`src/design/rrsp_pkg.sv`:
```
// Shared types, constants and helper functions for the rounded-rect spotlight pipe.
// Used by every module of the block; depends on nothing.
package rrsp_pkg;

  localparam int EXP_ENTRIES = 256;
  localparam int EXP_IDX_W   = $clog2(EXP_ENTRIES);
  localparam int MAX_BOX     = 2000;
  localparam int CFG_ADDR_W  = 5;
  localparam int QUEUE_DEPTH = 2;
  localparam int QPTR_W      = $clog2(QUEUE_DEPTH);
  localparam int QCNT_W      = $clog2(QUEUE_DEPTH + 1);
  localparam int SQRT_STAGES = 8;
  localparam int DIV_STAGES  = 4;
  localparam logic [63:0] EXP_STEP_Q32 = 64'd4034748382;
  localparam logic [15:0] RECIP_255    = 16'h8081;
  localparam logic [16:0] SAT_Q        = 17'd65280;

  typedef enum logic [2:0] {
    REG_GLOW_COLOR  = 3'd0,
    REG_MAX_GLOW    = 3'd1,
    REG_MAX_BORDER  = 3'd2,
    REG_BORDER_THK  = 3'd3,
    REG_SPOT_SPREAD = 3'd4,
    REG_CORNER_RAD  = 3'd5
  } cfg_reg_t;

  typedef struct packed {
    logic [23:0] glow_color;
    logic [7:0]  max_glow;
    logic [7:0]  max_border;
    logic [7:0]  border_thk;
    logic [15:0] spot_spread;
    logic [7:0]  corner_radius;
  } cfg_t;

  // one classified pixel waiting in the queue
  typedef struct packed {
    logic               invalid;
    logic [11:0]        dx;
    logic [11:0]        dy;
    logic signed [13:0] ex;
    logic signed [13:0] ey;
    logic [11:0]        op;
  } work_t;

  typedef struct packed {
    logic        invalid;
    logic [11:0] op;
    logic [31:0] sv;
    logic [31:0] sres;
    logic [31:0] rem;
    logic [16:0] dden;
    logic [7:0]  q;
    logic        over;
  } bk_t;

  typedef struct packed {
    logic [31:0] v;
    logic [31:0] res;
  } sq_t;

  typedef logic [16:0] exp_tbl_t [EXP_ENTRIES];

  function automatic exp_tbl_t build_exp_tbl();
    exp_tbl_t    t;
    logic [63:0] q;
    logic [63:0] r;
    q = 64'd1 << 32;
    for (int k = 0; k < EXP_ENTRIES; k++) begin
      r    = (q + 64'h8000) >> 16;
      t[k] = r[16:0];
      q    = (q * EXP_STEP_Q32 + 64'h8000_0000) >> 32;
    end
    return t;
  endfunction

  localparam exp_tbl_t EXP_TBL = build_exp_tbl();

  function automatic sq_t sqrt_step(sq_t s, logic [31:0] bitv);
    sq_t o;
    if (s.v >= s.res + bitv) begin
      o.v   = s.v - (s.res + bitv);
      o.res = (s.res >> 1) + bitv;
    end else begin
      o.v   = s.v;
      o.res = s.res >> 1;
    end
    return o;
  endfunction

  // restoring divide step for quotient bit b; result is {qbit, rem}
  function automatic logic [32:0] div_step(logic [31:0] rem, logic [16:0] dden, int b);
    logic [31:0] sh;
    sh = {15'd0, dden} << b;
    if (rem >= sh) return {1'b1, rem - sh};
    else return {1'b0, rem};
  endfunction

  // floor(x / 255) for x below 2^16
  function automatic logic [15:0] div255(logic [15:0] x);
    logic [31:0] p;
    p = {16'd0, x} * {16'd0, RECIP_255};
    return {7'd0, p[31:23]};
  endfunction

endpackage

```
`src/design/rrsp_fifo.sv`:
```
// Short queue between front end and back end.
// Uses rrsp_pkg::work_t and the queue depth constants.
module rrsp_fifo (
  input  logic            clk,
  input  logic            rst,
  input  logic            push,
  input  rrsp_pkg::work_t push_data,
  output logic            full,
  input  logic            pop,
  output rrsp_pkg::work_t pop_data,
  output logic            empty
);

  rrsp_pkg::work_t                   mem [rrsp_pkg::QUEUE_DEPTH];
  logic [rrsp_pkg::QPTR_W-1:0]       wr_ptr, rd_ptr;
  logic [rrsp_pkg::QCNT_W-1:0]       count;

  assign full     = (count == rrsp_pkg::QCNT_W'(rrsp_pkg::QUEUE_DEPTH));
  assign empty    = (count == '0);
  assign pop_data = mem[rd_ptr];

  always_ff @(posedge clk) begin
    if (push) mem[wr_ptr] <= push_data;
  end

  always_ff @(posedge clk) begin
    if (rst) begin
      wr_ptr <= '0;
      rd_ptr <= '0;
      count  <= '0;
    end else begin
      if (push) wr_ptr <= wr_ptr + 1'b1;
      if (pop) rd_ptr <= rd_ptr + 1'b1;
      if (push && !pop) count <= count + 1'b1;
      else if (pop && !push) count <= count - 1'b1;
    end
  end

endmodule

```
`config.mk`:
```
export PLATFORM = sky130hd
export DESIGN_NAME = rrsp_fifo
export DESIGN_NICKNAME = d
export VERILOG_FILES = /design/src/design/rrsp_pkg.sv /design/src/design/rrsp_fifo.sv
export SDC_FILE = /design/constraint.sdc
export NUM_CORES = 1
export LEC_CHECK = 0
export BUFFER_PORTS_ARGS = -buffer_cell sky130_fd_sc_hd__buf_2
export CORE_MARGIN = 5
export CORE_UTILIZATION = 52
export CTS_CLUSTER_DIAMETER = 200
export DETAILED_ROUTE_END_ITERATION = 6
export PLACE_DENSITY = 0.76
export SYNTH_ARGS = -nofsm -noshare
export SYNTH_HDL_FRONTEND = slang
export SYNTH_SLANG_ARGS = --single-unit
```
`constraint.sdc`:
```
create_clock -name clk -period 6.4 [get_ports clk]
set_clock_uncertainty 0.05 [all_clocks]
set_input_delay 1.92 -clock clk [delete_from_list [all_inputs] [get_ports clk]]
set_output_delay 1.92 -clock clk [all_outputs]
set_load 0.02 [all_outputs]
```
==> run metrics <==
top_reg_cell synth=edfxtp_1; max-cap violation count=0; relative slew slack=32.7%; peak supply drop=0.000186 V; first-pass GRT wire length=13600 µm; Cell variety after synth=17; routed len/inst=17.2 µm; switching pwr=0.520 mW; hpwl dp=5770 µm; syn_nets=294; Seq pwr share=48.7%; HP Class=reg2reg; Via density=4.87; outcome=complete, no violations; Initial Util=53.2%; Crit path largest cell delay=980 ps; Die Ht=107 µm; register area=4010 µm²; Post-DRT Antenna Nets=0; internal power=1.65 mW; Netlist Area Pre-Place=4910 µm²; Crit Path Max Fanout=43; fin crit share=69.4%; post-synthesis cell count=224; Clock Tree Root=clkbuf_8; fmax=225 MHz; postcts setup bufs=0; Slew @ Worst Pin=1010 ps; Reg clk slew, reported paths=60 ps; largest net degree at the start of global routing=66; unrepaired setup endpoints after global routing=false; sw frac=24.0%; Ys Warns=0; CP arrival=2470 ps; total global-route track usage=16.1%; number of antenna violations at the first check in global routing=0; Layout area overhead=27.2%; Final Max Tran Viols=0; EDFF count, synth=130; hold buffers post-CTS=0; Worst Path Buf+Inv=2; filler instances=639; P_leak=2.36 nW; clk sinks=135; Num CTS Buffers=17; Design Power=2.17 mW; Comb power frac=10.9%; I/O Pins=136; top post-synthesis cells by count=edfxtp_1, mux2_2, buf_6, dfxtp_1, nor2_1; Setup WS post-layout=1960 ps; Setup crit start kind=flop; H-Tree Depth=4; CP max stage cell=dfxtp_2; Avg Cell Area, Syn=21.9 µm²; TritonCTS clock tree=done; synthesized flop and latch total=135; DR pass1 iterations=5; Final Routed Wirelength=8880 µm; floorplan row count=35; dpl ws=2390 ps; CP endpoint kind=primary output; I/O Buffers=135; Vias=2506; Min Clock Period, post-route=4440 ps; share of post-route cells with drive strength above 1=60.9%; clock tree buffer depth=2; DIE AREA=11500 µm²; Multi-input gate area=846 µm²; Worst-Skew Late Latency=500 ps; DIE WIDTH=107 µm; placer's final routability congestion estimate=0.697; Critical Path RT=4430 ps; DRT iter0 DRCs=119; Seq/Total Area, Yosys=81.5%; Synth area leader=edfxtp_1; nets@finish=443; n_diodes=0; Worst path top cell family by delay=flip-flops; core area=9240 µm²; synth top area cells=edfxtp_1, mux2_2, dfxtp_1; Async S/R FF share, synth=0%; # setup viols final=0; DRC=0; most common cell in the netlist=edfxtp_1; Pwr per Cell Area=347 nW/µm²; TNS Setup=0 ps; worst-path cell chain=buf_4, mux2_2, buf_2; grt ovf=0; Fin. Hold Viols=0; clock power share=40.4%; top-area cell type share of the netlist area=79.5%; CTS resizes=0; Crit Path Class=reg2out; number of global-route vias before repair=2683
-- cells by family after synthesis --
group | count (synthesis) | share of synthesized area (%)
AOI/OAI and AO/OA | 2 | 0.204
and+or+nand+nor | 9 | 0.943
xor gates and xnor gates | 4 | 0.713
DFF | 135 | 81.5
buffers and inverters | 8 | 1.48
muxes | 65 | 14.9
adders and majority gates | 1 | 0.255
-- power groups by stage --
stage,Clock (mW),Sequential (mW),Combinational [mW]
final,0.876,1.05,0.237
after global placement,0,1.07,0.235
after floorplan,0,1.06,0.164
after CTS,0.893,1.06,0.241
after detailed placement,0,1.07,0.240
after global routing,0.936,1.06,0.255
-- stage by stage --
step                      hold slack, ps  cell area, µm²  utilization [%]  std cells
after floorplan                      411            4910                -        224
after global routing                 508            6250             67.6        515
final                                470            6250             67.6        515
after CTS                            478            6250             67.6        515
after global placement               427            5710             61.8        483
after detailed placement             462            5710             61.8        483
-- sequential cells by signal (all words and copies together), names as in the netlist, named ones only --
name and flops:
mem 130, count 2, rd_ptr 1, wr_ptr 1
-- layout by cell type (no fill, tap or decap), types with 2 or more instances in the layout --
| cell type | synthesis | layout |
|---|---|---|
| buf_2 | 1 | 135 |
| edfxtp_1 | 130 | 130 |
| mux2_2 | 65 | 65 |
| clkbuf_16 | 0 | 16 |
| nor2_1 | 5 | 5 |
| clkinvlp_4 | 0 | 4 |
| inv_6 | 0 | 4 |
| dfxtp_1 | 5 | 4 |
| xor2_1 | 2 | 2 |
| xnor2_1 | 2 | 2 |
| clkbuf_1 | 0 | 2 |
| clkinv_4 | 0 | 2 |
| buf_4 | 1 | 2 |
-- worst paths after layout --
check                              start           to  slack [ps]  depth (start not counted)
worst min-delay path            count[1]     count[1]         470                          2
worst max-delay path                flop  pop_data[2]        1960                          3
worst min register to register  count[1]     count[1]         470                          2
worst max register to register    wr_ptr   mem[0][49]        4300                          2
-- layer usage --
layer | routed length, µm | GRT usage (%) | share of wire (%)
met5 | 0 | 0 | 0
met4 | 99 | 7.49 | 1.1
met3 | 742 | 5.18 | 8.4
met2 | 4500 | 26.9 | 51
met1 | 3530 | 18.9 | 40
-- area by class of cell --
type,count,area share (%)
flip-flops and latches,135,64.1
repair buffers,137,11.1
well taps,129,2.58
inverters,1,0.0601
multi-input cells,81,13.5
clock buffers,19,6.75
clock inverters,13,1.94
-- worst min-delay path: cells and delay by family (launching register included) --
kind	cells	cell delay [ps]
AOI/OAI and AO/OA	2	150
DFF	1	320
Note: power is estimated with default switching activity, not from simulation.
