<file path="src/design/rrsp_pkg.sv">
// Shared types, constants and helper functions for the rounded-rect spotlight pipe.
// Used by every module of the block; depends on nothing.
package rrsp_pkg;

  localparam int EXP_ENTRIES = 256;
  localparam int EXP_IDX_W   = $clog2(EXP_ENTRIES);
  localparam int MAX_BOX     = 2000;
  localparam int CFG_ADDR_W  = 5;
  localparam int QUEUE_DEPTH = 2;
  localparam int QPTR_W      = $clog2(QUEUE_DEPTH);
  localparam int QCNT_W      = $clog2(QUEUE_DEPTH + 1);
  localparam int SQRT_STAGES = 8;
  localparam int DIV_STAGES  = 4;
  localparam logic [63:0] EXP_STEP_Q32 = 64'd4034748382;
  localparam logic [15:0] RECIP_255    = 16'h8081;
  localparam logic [16:0] SAT_Q        = 17'd65280;

  typedef enum logic [2:0] {
    REG_GLOW_COLOR  = 3'd0,
    REG_MAX_GLOW    = 3'd1,
    REG_MAX_BORDER  = 3'd2,
    REG_BORDER_THK  = 3'd3,
    REG_SPOT_SPREAD = 3'd4,
    REG_CORNER_RAD  = 3'd5
  } cfg_reg_t;

  typedef struct packed {
    logic [23:0] glow_color;
    logic [7:0]  max_glow;
    logic [7:0]  max_border;
    logic [7:0]  border_thk;
    logic [15:0] spot_spread;
    logic [7:0]  corner_radius;
  } cfg_t;

  // one classified pixel waiting in the queue
  typedef struct packed {
    logic               invalid;
    logic [11:0]        dx;
    logic [11:0]        dy;
    logic signed [13:0] ex;
    logic signed [13:0] ey;
    logic [11:0]        op;
  } work_t;

  typedef struct packed {
    logic        invalid;
    logic [11:0] op;
    logic [31:0] sv;
    logic [31:0] sres;
    logic [31:0] rem;
    logic [16:0] dden;
    logic [7:0]  q;
    logic        over;
  } bk_t;

  typedef struct packed {
    logic [31:0] v;
    logic [31:0] res;
  } sq_t;

  typedef logic [16:0] exp_tbl_t [EXP_ENTRIES];

  function automatic exp_tbl_t build_exp_tbl();
    exp_tbl_t    t;
    logic [63:0] q;
    logic [63:0] r;
    q = 64'd1 << 32;
    for (int k = 0; k < EXP_ENTRIES; k++) begin
      r    = (q + 64'h8000) >> 16;
      t[k] = r[16:0];
      q    = (q * EXP_STEP_Q32 + 64'h8000_0000) >> 32;
    end
    return t;
  endfunction

  localparam exp_tbl_t EXP_TBL = build_exp_tbl();

  function automatic sq_t sqrt_step(sq_t s, logic [31:0] bitv);
    sq_t o;
    if (s.v >= s.res + bitv) begin
      o.v   = s.v - (s.res + bitv);
      o.res = (s.res >> 1) + bitv;
    end else begin
      o.v   = s.v;
      o.res = s.res >> 1;
    end
    return o;
  endfunction

  // restoring divide step for quotient bit b; result is {qbit, rem}
  function automatic logic [32:0] div_step(logic [31:0] rem, logic [16:0] dden, int b);
    logic [31:0] sh;
    sh = {15'd0, dden} << b;
    if (rem >= sh) return {1'b1, rem - sh};
    else return {1'b0, rem};
  endfunction

  // floor(x / 255) for x below 2^16
  function automatic logic [15:0] div255(logic [15:0] x);
    logic [31:0] p;
    p = {16'd0, x} * {16'd0, RECIP_255};
    return {7'd0, p[31:23]};
  endfunction

endpackage

</file>
<file path="src/design/rrsp_front.sv">
// Front end: takes a pixel, checks the box, and forms corner and cursor offsets.
// Uses rrsp_pkg types; feeds rrsp_fifo.
module rrsp_front (
  input  rrsp_pkg::cfg_t  cfg,
  input  logic [10:0]     pixel_x,
  input  logic [10:0]     pixel_y,
  input  logic [10:0]     box_width,
  input  logic [10:0]     box_height,
  input  logic [12:0]     cursor_x,
  input  logic [12:0]     cursor_y,
  input  logic [11:0]     master_opacity,
  output rrsp_pkg::work_t item
);

  logic signed [13:0] r_s;
  logic signed [13:0] ax, bx, ay, by;
  logic signed [13:0] mx, my;

  always_comb begin
    r_s = $signed({6'd0, cfg.corner_radius});
    ax  = r_s - $signed({3'd0, pixel_x});
    bx  = $signed({3'd0, pixel_x}) - $signed({3'd0, box_width}) + r_s;
    ay  = r_s - $signed({3'd0, pixel_y});
    by  = $signed({3'd0, pixel_y}) - $signed({3'd0, box_height}) + r_s;
    mx  = (ax > bx) ? ax : bx;
    my  = (ay > by) ? ay : by;

    item.invalid = (box_width == 11'd0) || (box_height == 11'd0) ||
                   (box_width > 11'(rrsp_pkg::MAX_BOX)) ||
                   (box_height > 11'(rrsp_pkg::MAX_BOX));
    item.dx = (mx > 14'sd0) ? mx[11:0] : 12'd0;
    item.dy = (my > 14'sd0) ? my[11:0] : 12'd0;
    item.ex = $signed({3'd0, pixel_x}) - $signed({cursor_x[12], cursor_x});
    item.ey = $signed({3'd0, pixel_y}) - $signed({cursor_y[12], cursor_y});
    item.op = master_opacity;
  end

endmodule

</file>
<file path="config.mk">
export PLATFORM = sky130hd
export DESIGN_NAME = rrsp_front
export DESIGN_NICKNAME = d
export VERILOG_FILES = /design/src/design/rrsp_pkg.sv /design/src/design/rrsp_front.sv
export SDC_FILE = /design/constraint.sdc
export NUM_CORES = 1
export LEC_CHECK = 0
export BUFFER_PORTS_ARGS = -buffer_cell sky130_fd_sc_hd__buf_2
export CAP_MARGIN = 5
export CORE_UTILIZATION = 35
export DETAILED_ROUTE_END_ITERATION = 8
export PLACE_DENSITY = 0.71
export SETUP_SLACK_MARGIN = 0.05
export SYNTH_ARGS = -nofsm -noshare
export SYNTH_HDL_FRONTEND = slang
export SYNTH_SLANG_ARGS = --single-unit
</file>
<file path="constraint.sdc">
create_clock -name vclk -period 13.35
set_clock_uncertainty 0.1 [all_clocks]
set_input_delay 2.67 -clock vclk [all_inputs]
set_output_delay 2.67 -clock vclk [all_outputs]
set_load 0.02 [all_outputs]
</file>
==> metrics.md <==
| Metric | Value |
|---|---|
| Cells after DPL | `between 900 and 1000` |
| Final period utilization | `80.2%` |
| Initial Util | `36.4%` |
| Commonest non-fill, non-tap cell in the layout | `buf_2` |
| CP Launch Type | `input port` |
| RSZ-0062 raised after global routing | `no` |
| Gate Count Post-Synth | `695` |
| CP Launch Point | `pixel_y[0]` |
| Grt ovf | `0` |
| Mapped Area | `4880 um^2` |
| Vias in the first global route | `~4500` |
| Max-Cap Viols | `0` |
| Critical path capture point type | `output pin` |
| Overall Global Routing Usage | `approximately 17%` |
| Post-route minimum period | `10.71 ns` |
| Peak supply drop | `0.0335 mV` |
| Via Count | `roughly 5000` |
| Initial detailed-routing violation count | `166` |
| DIE WIDTH | `between 100 and 150 um` |
| Worst endpoint data arrival time | `7.94 ns` |
| Leading area contributor after synthesis | `ha_1` |
| Diode count | `0` |
| Design area | `5640 um^2` |
| Yosys warns | `0` |
| DRT Wirelength | `12300 um` |
| Hold-fix buffers, CTS | `0` |
| Synth area leaders | `ha_1 (27%), xnor2_1 (9.0%), inv_1 (7.5%)` |
| Worst-path maximum fanout | `20` |
| Fin Hold WS | `~5.2 ns` |
| Die H | `120 um` |
| GPL Wtd Cong | `0.881` |
| Routed Antenna Nets | `0` |
| Outcome | `complete, no violations` |
| Dpl ws | `2.63 ns` |
| Seq/Total Area, Yosys | `0%` |
| Power Dens Cells | `86.8 nW/um^2` |
| Worst Hold Class | `input port to output pin` |
| Register area | `0 um^2` |
| LEAKAGE | `2.95 nW` |
| Number of clock buffers in the layout | `0` |
| Rows | `42` |
| Pins Over Slew Limit | `0` |
| Wire per inst | `12.5 um` |
| Commonest cells after routing, fill and taps aside | `buf_2 (131), ha_1 (106), inv_1 (97)` |
| Syn avg cell area | `7.02 um^2` |
| Final net count | `1078` |
| DRC | `0` |
| Final setup fails | `0` |
| First-pass GRT wire length | `a little over 20000 um` |
| Worst Tran Pin Value | `roughly 0.9 ns` |
| Count of input and output buffers | `131` |
| Net Count, Synth | `between 900 and 1000` |
| DIE AREA | `14400 um^2` |
| Distinct cell type count after synthesis | `62` |
| Final-report hold violation count | `0` |
| Fin worst setup slack | `2.64 ns` |
| Dpl hpwl | `11000 um` |
| Initial antenna violation count | `0` |
| FILL cells | `1434` |
| Area Overhead vs Synth | `15.6%` |
| Post-CTS setup buffer count | `0` |
| Slew Limit Headroom | `39.3%` |
| Layout cell share with drive strength beyond 1 | `18.6%` |
| Post-Layout Cell Count | `a little under 1000` |
| Max Freq | `93.4 MHz` |
| Total power | `490 uW` |
| Setup crit end | `item[45]` |
| Post-synth top area share | `27.2%` |
| Req. time, crit path | `between 10 and 15 ns` |
| Core Area | `approximately 13000 um^2` |
| I/O pins | `219` |
| Vias per Instance | `between 5 and 6` |
| Final Core Density | `42.1%` |
| Seq_cells | `0` |
| Post-CTS Resized | `0` |
| Pin count of the biggest net entering global routing | `25` |
| Drt pass-1 iters | `4` |
| Placed Area | `roughly 5600 um^2` |
| Fin Setup TNS | `0 ns` |
| WS Path Type | `input port to output pin` |
==> kinds of logic after synthesis <==
kind of cell	after synthesis	synth area share [%]
AO/OA/AOI/OAI	180	24.5
multiplexers	7	1.44
AND/OR/NAND/NOR	209	21.3
XOR/XNOR	68	12.2
buffers and inverters	117	10.1
adder cells (fa/ha/maj)	114	30.5
==> synth_stat cells, types with 14 or more instances <==
cell	number
ha_1	106
xor2_1	18
o21a_1	14
nor2b_1	17
buf_4	14
a21oi_1	51
nor2_1	68
o21ai_0	27
nor3_1	18
inv_1	97
a211oi_1	14
xnor2_1	50
nand2_1	36
==> per-layer routing <==
layer,part of all wire (%),vias up,GRT usage (%)
li1,-,2659,-
met1,48,2213,22.0
met2,47,124,31.0
met3,4.9,2,0.998
met4,0.19,0,0.391
met5,0,-,0
==> layout make-up <==
cell class / count / area [um^2] / share of cell area, %
Inverter: 97 / 364 / 6.45
Multi-Input combinational cell: 578 / 4390 / 77.8
Tap cell: 176 / 220 / 3.90
Timing Repair Buffer: 133 / 671 / 11.9
==> worst max-delay path, stage by stage <==
cell and delay [ns]:
buf_2 0.11, inv_1 0.08, ha_1 0.16, inv_1 0.05
fa_1 0.39, a21oi_1 0.25, o21ai_0 0.17, o21a_1 0.19
nor2_1 0.12, xnor2_1 0.11, ha_1 0.34, nand2_1 0.08
o21bai_1 0.18, a21boi_1 0.22, nand3b_1 0.13, xnor2_1 0.16
ha_1 0.32, and4_1 0.16, nand3_1 0.12, nor3_1 0.27
a21oi_1 0.06, o21ai_1 0.08, buf_4 0.26, o211ai_1 0.13
o21ai_1 0.71, nor2_1 0.17, buf_2 0.21
==> how the worst min path moves through the flow <==
stage / from / endpoint / cells after the start
after floorplan: cursor_y[12] / item[25] / 1
after global placement: master_opacity[11] / item[11] / 0
after detailed placement: master_opacity[11] / item[11] / 0
after CTS: master_opacity[11] / item[11] / 0
after global routing: master_opacity[0] / item[0] / 0
final: master_opacity[0] / item[0] / 0
==> report_power, final <==
group	internal [mW]	switching [mW]
Sequential	0	0
Clock	0	0
Combinational	0.205	0.285
Power figures use the tool's default switching activity.
